$ cat src/sv/btve_pkg.sv
// Shared types and constants of the varint trace encoder.
package btve_pkg;

  // input op codes
  localparam logic [1:0] OP_EXEC  = 2'd0;
  localparam logic [1:0] OP_EVENT = 2'd1;
  localparam logic [1:0] OP_END   = 2'd2;
  localparam logic [1:0] OP_NONE  = 2'd3;

  // configuration register indexes
  localparam logic [7:0] CFG_CODE_END    = 8'd0;
  localparam logic [7:0] CFG_CODE_DEFINE = 8'd1;
  localparam logic [7:0] CFG_CODE_CYCLE  = 8'd2;
  localparam logic [7:0] CFG_CODE_ARRAYW = 8'd3;

  // configuration reset values
  localparam logic [7:0] RST_CODE_END    = 8'd0;
  localparam logic [7:0] RST_CODE_DEFINE = 8'd1;
  localparam logic [7:0] RST_CODE_CYCLE  = 8'd2;
  localparam logic [7:0] RST_CODE_ARRAYW = 8'd3;

  // sequencer states
  typedef enum logic [1:0] {
    ST_IDLE,
    ST_LOOKUP,
    ST_EMIT
  } state_t;

  // pieces of a record, in stream order
  typedef enum logic [4:0] {
    SEG_NONE,
    SEG_DEF_ZERO,
    SEG_DEF_CODE,
    SEG_DEF_ID,
    SEG_DEF_VA,
    SEG_DEF_PA,
    SEG_DEF_SIZE,
    SEG_DEF_HASH,
    SEG_CYC_ZERO,
    SEG_CYC_CODE,
    SEG_CYC_DELTA,
    SEG_ID1,
    SEG_EV_ZERO,
    SEG_EV_CODE,
    SEG_ARG1,
    SEG_ARG2,
    SEG_END_ZERO,
    SEG_END_CODE
  } seg_t;

  // control of the shared shift unit
  typedef struct packed {
    logic load;
    logic step;
    logic raw;
  } vu_ctl_t;

  // status of the shared shift unit
  typedef struct packed {
    logic [7:0] data;
    logic       more;
  } vu_stat_t;

endpackage

$ cat src/sv/btve_varint_unit.sv
// Shared shift unit: peels one LEB128 byte a step off a 64-bit value.
module btve_varint_unit (
  input  logic               clk,
  input  btve_pkg::vu_ctl_t  ctl,
  input  logic [63:0]        ld_value,
  output btve_pkg::vu_stat_t stat
);

  logic [63:0] value_r;
  logic        raw_r;
  logic        more;

  // load a fresh value, or drop the seven bits just sent
  always_ff @(posedge clk) begin
    if (ctl.load) begin
      value_r <= ld_value;
      raw_r   <= ctl.raw;
    end else if (ctl.step) begin
      value_r <= value_r >> 7;
    end
  end

  // raw bytes go out as they are; varint groups carry a continuation bit
  assign more       = !raw_r && (value_r[63:7] != '0);
  assign stat.more  = more;
  assign stat.data  = raw_r ? value_r[7:0] : {more, value_r[6:0]};

endmodule

$ cat config.mk
export PLATFORM = sky130hd
export DESIGN_NAME = btve_varint_unit
export DESIGN_NICKNAME = d
export VERILOG_FILES = /design/src/sv/btve_pkg.sv /design/src/sv/btve_varint_unit.sv
export SDC_FILE = /design/constraint.sdc
export NUM_CORES = 1
export LEC_CHECK = 0
export BUFFER_PORTS_ARGS = -buffer_cell sky130_fd_sc_hd__buf_4
export CORE_UTILIZATION = 47
export CTS_CLUSTER_SIZE = 30
export DETAILED_ROUTE_END_ITERATION = 8
export PLACE_DENSITY = 0.83
export SETUP_SLACK_MARGIN = 0.3
export SLEW_MARGIN = 20
export SYNTH_ARGS = -nofsm -noshare
export SYNTH_HDL_FRONTEND = slang
export SYNTH_SLANG_ARGS = --single-unit
export TNS_END_PERCENT = 50
$ cat constraint.sdc
create_clock -name clk -period 1.7 [get_ports clk]
set_input_delay 0.085 -clock clk [delete_from_list [all_inputs] [get_ports clk]]
set_output_delay 0.085 -clock clk [all_outputs]
set_load 0.02 [all_outputs]
Word-level counts from Yosys, hierarchy flattened
Cells that the tools add are included.
{"block": "op_classes", "mux": 3, "reduce_logical": 4}
{"op": "$mux W64", "count": 2}
{"op": "$reduce_bool A57 Y1", "count": 1}
{"op": "$mux W8", "count": 1}
{"op": "$reduce_bool A2 Y1", "count": 1}
{"op": "$logic_and A1 B1 Y1", "count": 1}
{"op": "$logic_not A1 Y1", "count": 1}
{"block": "totals", "regBits": 65, "wordCells": 9}

Depth between registers and ports, before layout
Gate-level depths: netlist of the first run.
{"block": "logic_depth", "ltp_word": 3, "mapped_depth": 5}

Least setup slack after synthesis of the first run
No wires, ideal clock.
{"block": "synth_timing", "path_type": "input to register", "start": "input port ctl[2] (netlist name)", "end": "register value_r[0], enable pin", "t_arrival_ns": 1.349, "required_time_ns": 1.306, "setup_slack_ns": -0.043, "path_stages": 3, "path_buffers": 2, "cell_sequence": "buf_2 clkbuf_1 or2_2"}
{"block": "synth_via", "elab_chain_len": 1}
{"item": "start: declaration", "line": "btve_varint_unit.sv:4", "source": "input btve_pkg::vu_ctl_t ctl,"}
{"item": "$reduce_bool A2 Y1 (no line)"}
{"item": "end signal: assignment", "line": "btve_varint_unit.sv:16", "source": "value_r <= ld_value;"}
{"item": "end signal: assignment", "line": "btve_varint_unit.sv:19", "source": "value_r <= value_r >> 7;"}
{"item": "end: declaration", "line": "btve_varint_unit.sv:9", "source": "logic [63:0] value_r;"}
Every way passes these cells.
A chain may end at the register's enable or synchronous reset.

==> impl_metrics.yaml, run 1 <==
placement:
  placed_cell_area_um2: 3500
  gp_congestion: 0.749
  hpwlAfterDp_mm: 4.11
  io_buffers: 76
  place_inst: 310
setup_path:
  reg2reg_slack_ns: 0.64
  crit_required_ns: 1.62
  cp.arrival_ns: 1.89
  reg2reg_to: "value_r[42]"
  path_class: "reg -> out"
  startpoint_type: "register"
  r2r_start: "value_r[49]"
  worst-path-max-fanout: 2
  rr_worst_depth: 2
  end_kind: "output port"
drt:
  drt-initial-drc-count: 79
  drt-wirelength-per-cell_um: 17.3
  routed_via_density: 5.33
  vias: 1742
  drc: 0
  ant_nets: 0
  wl_mm: 5.65
  dr.pass1.iters: 4
global_routing:
  grt_pass1_vias: 1783
  grtUsageTotal: 0.198
  grt_overflow: 0
  antenna_found_initial: 0
  grt_pass1_wl_mm: 8.72
  grt_max_degree: 35
cells_and_area:
  area_delta_synth_final_pct: 29.0
  final_cells: 327
  nFillCells: 454
  fin_area_um2: 3710
  antenna_cells: 0
  drive_above_1_share: 0.623
  nets: 318
die:
  die_x_um: 80.3
  start_util: 0.486
  fp-row-count: 28
  die_h_um: 80.3
  core_area_um2: 5920
  io_pins: 77
  die_area_um2: 6440
synth:
  async_flop_share: 0
  yosysTopAreaCell: "edfxtp_1"
  synth_seq_cells: 65
  ys_warn_count: 0
  synth_flop_cell: "edfxtp_1"
  syn_area_per_cell_um2: 17.0
  synth_area_leaders: "edfxtp_1, mux2_2, nor4_1, buf_4, and2_1"
  synthCells: 169
  seq_area_frac_synth: 0.678
  yosysTopAreaCellShare: 0.678
  syn_nets: 237
  synth_area_um2: 2880
  synth_cell_types: 17
  synth-edff-count: 65
timing:
  slew_viol_final: 0
  hold_viol: 0
  setup_viol: 2
  slew_headroom: 0.741
  finalClockSkew_ns: 0.00325
  min_period_over_period: 1.16
  fmax_mhz: 507
  fin_crit_ns: 1.97
  setup_slack_ns: -0.273
  rsz0062_at_grt: "true"
  worst_slew_pin_slew_ns: 0.388
clock_tree:
  cts_buffers: 9
  insertion_delay_ns: 0.34
  clk_pin_slew_ns: 0.06
  clock-sinks: 65
  max-clock-path-buffers: 2
  h-tree-depth: 3
  root_buffer: "clkbuf_8"
  tritoncts: "done"
hold_path:
  hp-start: "ld_value[57]"
  hold_depth: 2
  min-delay-path-class: "in -> reg"
  min_to: "value_r[57]"
power_and_ir_drop:
  p_leak_nw: 1.44
  ir_drop_mv: 0.538
  p_per_area_nw_per_um2: 957
status:
  violations: "negative setup slack"
  outcome: "complete, but fails checks"
run:
  max-cap-violations: 0
[synth_stat cells (2+ instances only)]
library cell	n
edfxtp_1	65
nor4_1	13
buf_4	8
nor2_1	2
mux2_2	56
nand4_1	3
buf_2	6
and2_1	7
[power breakdown]
| part | internal, mW | switching [mW] |
|---|---|---|
| clock | 0.498 | 0.530 |
| sequential | 1.98 | 0.100 |
| combinational | 0.281 | 0.170 |
| total | 2.75 | 0.800 |
[cell families (layout without fill, tap and decap cells)]
logic type | count (synthesis) | in the layout | share of synthesized area
buf+inv | 16 | 99 | 0.0339
compound gates | 1 | 1 | 0.00174
simple gates | 30 | 30 | 0.0639
flops | 65 | 65 | 0.678
mux | 57 | 57 | 0.223
[worst max-delay path, stage by stage, from the launching register on]
cell      delay (ns)
edfxtp_1        0.43
nor4_2          0.30
nand4_1         0.19
nor4_4          0.35
mux2i_1         0.11
buf_4           0.17
[cells in the final DEF, fill, tap and decap left out, drive strengths merged]
| master | Yosys | routed |
|---|---|---|
| mux2i | 1 | 1 |
| dlygate4sd3 | 0 | 1 |
| mux2 | 56 | 56 |
| clkinv | 0 | 2 |
| nor4 | 14 | 14 |
| nand2 | 1 | 1 |
| nand3 | 1 | 1 |
| clkbuf | 1 | 11 |
| or2 | 1 | 1 |
| nor2 | 2 | 2 |
| nor3 | 1 | 1 |
| and2 | 7 | 7 |
| inv | 1 | 1 |
| edfxtp | 65 | 65 |
| nand4 | 3 | 3 |
| o21ai | 1 | 1 |
| buf | 14 | 84 |
[sequential cells by signal (all words and copies together) (netlist names)]
signal,cells
raw_r,1
value_r,64
[layout make-up]
cell class,count,area (um2),share of cell area
flip-flops and latches,65,1950,0.525
multi-input cells,88,872,0.235
repair buffers,85,653,0.176
clock buffers,11,131,0.0354
well taps,75,93.8,0.0253
clock inverters,2,8.76,0.00236
inverters,1,3.75,0.00101
[repair_timing]
| item | CTS | global route |
|---|---|---|
| buffers inserted | 3 | 0 |
| resized for setup | 6 | 0 |
| endpoints found under the setup margin | 2 | 2 |
| gates cloned | 0 | 0 |
| hold endpoints to repair | 1 | 0 |
| pin swaps | 5 | 1 |
| hold buffers | 1 | 0 |
[per-stage QoR]
step                      utilization  total power, mW  hold slack [ns]  worst slack (ns)  setup TNS (ns)
after detailed placement        0.592             2.54            0.264           -0.0807         -0.0979
after global routing            0.627             3.69           0.0222            -0.405          -0.734
final                           0.627             3.55           0.0296            -0.273          -0.493
after CTS                       0.627             3.59           0.0140            -0.300          -0.543
after floorplan                     -             2.32            0.184             0.334               0
after global placement          0.592             2.52            0.265           0.00850               0
[layer usage]
metal  wire length [um]  vias to the layer above  track usage
li1                   -                      820            -
met1               2250                      832        0.230
met2               2840                       79        0.324
met3                440                       11       0.0727
met4                112                        0       0.0946
met5                  0                        -            0
[how the worst max path moves through the flow]
| stage | from | to | slack, ns | depth (start not counted) |
|---|---|---|---|---|
| 2_1_floorplan | ctl[2] | value_r[0] | 0.33 | 3 |
| 5_1_grt | value_r[27] | stat[8] | -0.41 | 5 |
| 3_5_place_dp | value_r[12] | stat[8] | -0.08 | 5 |
| 3_3_place_gp | value_r[12] | stat[8] | 0.009 | 5 |
| 4_1_cts | value_r[45] | stat[8] | -0.30 | 5 |
| 6_report | value_r[57] | stat[8] | -0.27 | 5 |
(Power assumes the default switching activity.)
==> inputs of run 2 (changes only) <==
Settings changed: CORE_MARGIN set to 3.
==> impl_metrics.yaml, run 2 (synthesized netlist as in run 1, its figures left out) <==
status:
  outcome: "complete, but fails checks"
  violations: "negative setup slack"
clock_tree:
  h-tree-depth: 3
  cts_setup_buffers: 0
  clk_pin_slew_ns: 0.06
  tritoncts: "done"
  clock-sinks: 65
  cts_buffers: 9
  max-clock-path-buffers: 2
  insertion_delay_ns: 0.33
  root_buffer: "clkbuf_8"
drt:
  ant_nets: 0
  wl_mm: 5.72
  vias: 1699
  routed_via_density: 5.31
  dr.pass1.iters: 4
  drt-wirelength-per-cell_um: 17.9
  drc: 0
  drt-initial-drc-count: 110
cells_and_area:
  largest_register: "value_r"
  antenna_cells: 0
  largest_reg_flops: 64
  seqCellArea_um2: 1950
  layout_common_cells: "buf_4, edfxtp_1, mux2_2"
  area_delta_synth_final_pct: 29.6
  reg_top3: "value_r (64), raw_r (1)"
  multi_input_area_um2: 903
  drive_above_1_share: 0.629
  fin_area_um2: 3730
  nets: 313
  nFillCells: 423
  layout_commonest_cell: "buf_4"
timing:
  hold_viol: 0
  fin_crit_ns: 1.96
  rsz0062_at_grt: "true"
  setup_viol: 2
  slew_viol_final: 0
  slew_headroom: 0.772
  fmax_mhz: 510
  min_period_over_period: 1.15
  holdWs_ns: 0.0303
  tns_ns: -0.461
  worst_slew_pin_slew_ns: 0.342
  setup_slack_ns: -0.262
  finalClockSkew_ns: 0.00582
placement:
  io_buffers: 76
  gp_congestion: 0.750
  place_ws_ns: -0.00767
  placed_cell_area_um2: 3510
global_routing:
  grt_pass1_wl_mm: 9.15
  grt_max_degree: 65
  grt_overflow: 0
  grt_pass1_vias: 1855
  grtUsageTotal: 0.171
  antenna_found_initial: 0
die:
  core_area_um2: 5710
  die_x_um: 84.3
  io_pins: 77
  die_h_um: 84.3
  fp-row-count: 27
  die_area_um2: 7100
  start_util: 0.504
setup_path:
  worst-path-max-fanout: 2
  startpoint_type: "register"
  cp_slowest_cell: "edfxtp_1"
  cp_cell_sequence: "nor4_2 > nand4_1 > nor4_4 > mux2i_1 > buf_4"
  cp.arrival_ns: 1.88
  max_stage_delay_ns: 0.41
  path_class: "reg -> out"
  end_kind: "output port"
  crit_required_ns: 1.62
run:
  max-cap-violations: 0
hold_path:
  min-delay-path-class: "in -> reg"
power_and_ir_drop:
  power_mw: 3.55
  ir_drop_mv: 0.577
  p_per_area_nw_per_um2: 951
  p_leak_nw: 1.43
run 2: path summary, 6_finish.rpt:
check / start / depth (start not counted) / slack, ns / end
setup reg to reg: value_r[63] / 1 / 0.72 / value_r[56]
setup / recovery: value_r[49] / 5 / -0.26 / stat[8]
hold / removal: ld_value[62] / 2 / 0.03 / value_r[62]
hold reg to reg: value_r[18] / 1 / 0.58 / value_r[11]
run 2: final cells by class:
cell class,instances,share of cell area
Inverter,1,0.00101
Timing Repair Buffer,80,0.172
Tap cell,72,0.0241
Clock buffer,12,0.0362
Clock inverter,2,0.00201
Multi-Input combinational cell,88,0.242
Sequential cell,65,0.523
run 2: per-layer routing:
layer | global-route usage | vias up | routed length, um
met2 | 0.275 | 75 | 2900
met5 | 0 | - | 0
met1 | 0.210 | 812 | 2140
met4 | 0.0526 | 0 | 65
met3 | 0.0736 | 7 | 611
li1 | - | 805 | -
run 2: power breakdown:
part / switching (mW) / internal (mW) / total, mW
Sequential: 0.106 / 1.98 / 2.08
Clock: 0.517 / 0.504 / 1.02
Combinational: 0.166 / 0.279 / 0.446
Total: 0.790 / 2.76 / 3.55
run 2: critical path: cells and delay by family (launching register included):
| family | cells | cell delay, ns |
|---|---|---|
| DFF | 1 | 0.41 |
| muxes | 1 | 0.12 |
| buffers and inverters | 1 | 0.17 |
| and+or+nand+nor | 3 | 0.84 |
run 2: what timing repair did:
item | CTS | global route
endpoints found under the setup margin | 2 | 2
resized for setup | 2 | 9
pin swaps | 2 | 5
hold buffers | 1 | 0
hold endpoints to repair | 1 | 0
run 2: through the flow:
stage	util	std cells
global placement	0.615	305
global route	0.654	320
floorplan	-	169
CTS	0.644	320
detailed placement	0.615	305
finish	0.654	320
==> inputs of run 3 (changes only) <==
Settings changed: PLACE_DENSITY 0.83 to 0.82.
==> impl_metrics.yaml, run 3 (synthesized netlist as in run 1, its figures left out) <==
timing:
  fmax_mhz: 494
  min_period_over_period: 1.19
  finalClockSkew_ns: 0.00587
  rsz0062_at_grt: "true"
  hold_viol: 0
  slew_viol_final: 0
  setup_viol: 2
  setup_slack_ns: -0.326
  fin_crit_ns: 2.03
  worst_slew_pin_slew_ns: 0.341
  slew_headroom: 0.773
setup_path:
  path_class: "reg -> out"
  crit_required_ns: 1.62
  cp_cell_sequence: "nor4_4 > nand4_1 > nor4_2 > mux2i_1 > buf_4"
  max_stage_delay_ns: 0.48
  cp.arrival_ns: 1.94
  startpoint_type: "register"
  cp_slowest_cell: "edfxtp_1"
  end_kind: "output port"
  crit_buf_inv: 1
  worst-path-max-fanout: 2
  crit_family: "simple AND/OR/NAND/NOR gates"
drt:
  drt-initial-drc-count: 103
  drt-wirelength-per-cell_um: 18.1
  vias: 1718
  routed_via_density: 5.35
  wl_mm: 5.82
  ant_nets: 0
  dr.pass1.iters: 4
  drc: 0
die:
  fp-row-count: 27
  io_pins: 77
  die_area_um2: 7100
  die_x_um: 84.3
  die_h_um: 84.3
  start_util: 0.504
  core_area_um2: 5710
global_routing:
  use_met1: 0.196
  grtUsageTotal: 0.171
  antenna_found_initial: 0
  grt_max_degree: 65
  grt_overflow: 0
  use_met2: 0.274
  gr-usage-met3: 0.0854
  grt_pass1_wl_mm: 8.94
  grt_pass1_vias: 1827
  grt_most_used_layer: "met2"
status:
  violations: "negative setup slack"
  outcome: "complete, but fails checks"
clock_tree:
  insertion_delay_ns: 0.34
  cts_buffers: 9
  tritoncts: "done"
  h-tree-depth: 3
  clock-sinks: 65
  clk_pin_slew_ns: 0.06
  max-clock-path-buffers: 2
  root_buffer: "clkbuf_8"
power_and_ir_drop:
  ir_drop_mv: 0.596
  p_per_area_nw_per_um2: 959
  p_leak_nw: 1.41
placement:
  place_ws_ns: 0.0370
  hpwlAfterDp_mm: 4.17
  io_buffers: 76
  place_inst: 305
  gp_congestion: 0.801
cells_and_area:
  layout_common_cells: "buf_4, edfxtp_1, mux2_2"
  reg_top3: "value_r (64), raw_r (1)"
  antenna_cells: 0
  final_cells: 321
  drive_above_1_share: 0.622
  largest_register: "value_r"
  layout_commonest_cell: "buf_4"
  nets: 313
  area_delta_synth_final_pct: 29.1
  largest_reg_flops: 64
hold_path:
  min-delay-path-class: "in -> reg"
run:
  max-cap-violations: 0
run 3: cell types whose count changed in the layout (fill, tap and decap cells not counted):
cell / delta
nor4_1: +1
buf_4: +1
nor4_2: -1
clkinv_1: -1
buf_12: -1
clkbuf_1: +2
run 3: final timing paths:
check	startpoint	to	slack, ns	depth (start not counted)
setup reg to reg	value_r[59]	value_r[52]	0.68	1
hold reg to reg	value_r[56]	value_r[49]	0.58	1
hold / removal	ld_value[61]	value_r[61]	0.03	2
setup / recovery	value_r[59]	stat[8]	-0.33	5
run 3: power by group:
part | leakage, nW | internal [mW] | switching (mW)
Clock | 0.0722 | 0.519 | 0.515
Sequential | 0.667 | 1.98 | 0.110
Combinational | 0.670 | 0.277 | 0.167
Total | 1.41 | 2.77 | 0.793
run 3: routing by layer:
layer | vias up | wire length (um)
met5 | - | 0
met1 | 831 | 2360
li1 | 808 | -
met3 | 8 | 471
met4 | 0 | 106
met2 | 71 | 2880
run 3: timing repair:
item	CTS	global route
pin swaps	1	3
resized for setup	6	4
hold buffers	1	0
endpoints found under the setup margin	2	2
buffers inserted	0	0
endpoints found under the hold margin	1	0
run 3: layout make-up:
cell class	instances	area, um2
multi-input combinational	88	897
clock buffer	14	143
sequential	65	1950
clock inverter	1	3.75
fill	417	1990
tap	72	90.1
inverter	1	3.75
timing repair buffer	80	628
run 3: metrics by stage:
stage	TNS [ns]	power, mW	hold slack (ns)	cell area [um2]	util
floorplan	0	2.32	0.184	2880	-
global placement	0	2.52	0.264	3500	0.612
detailed placement	0	2.54	0.267	3500	0.612
CTS	-0.484	3.59	0.00822	3690	0.646
global route	-0.763	3.72	0.00738	3720	0.651
finish	-0.592	3.56	0.0272	3720	0.651
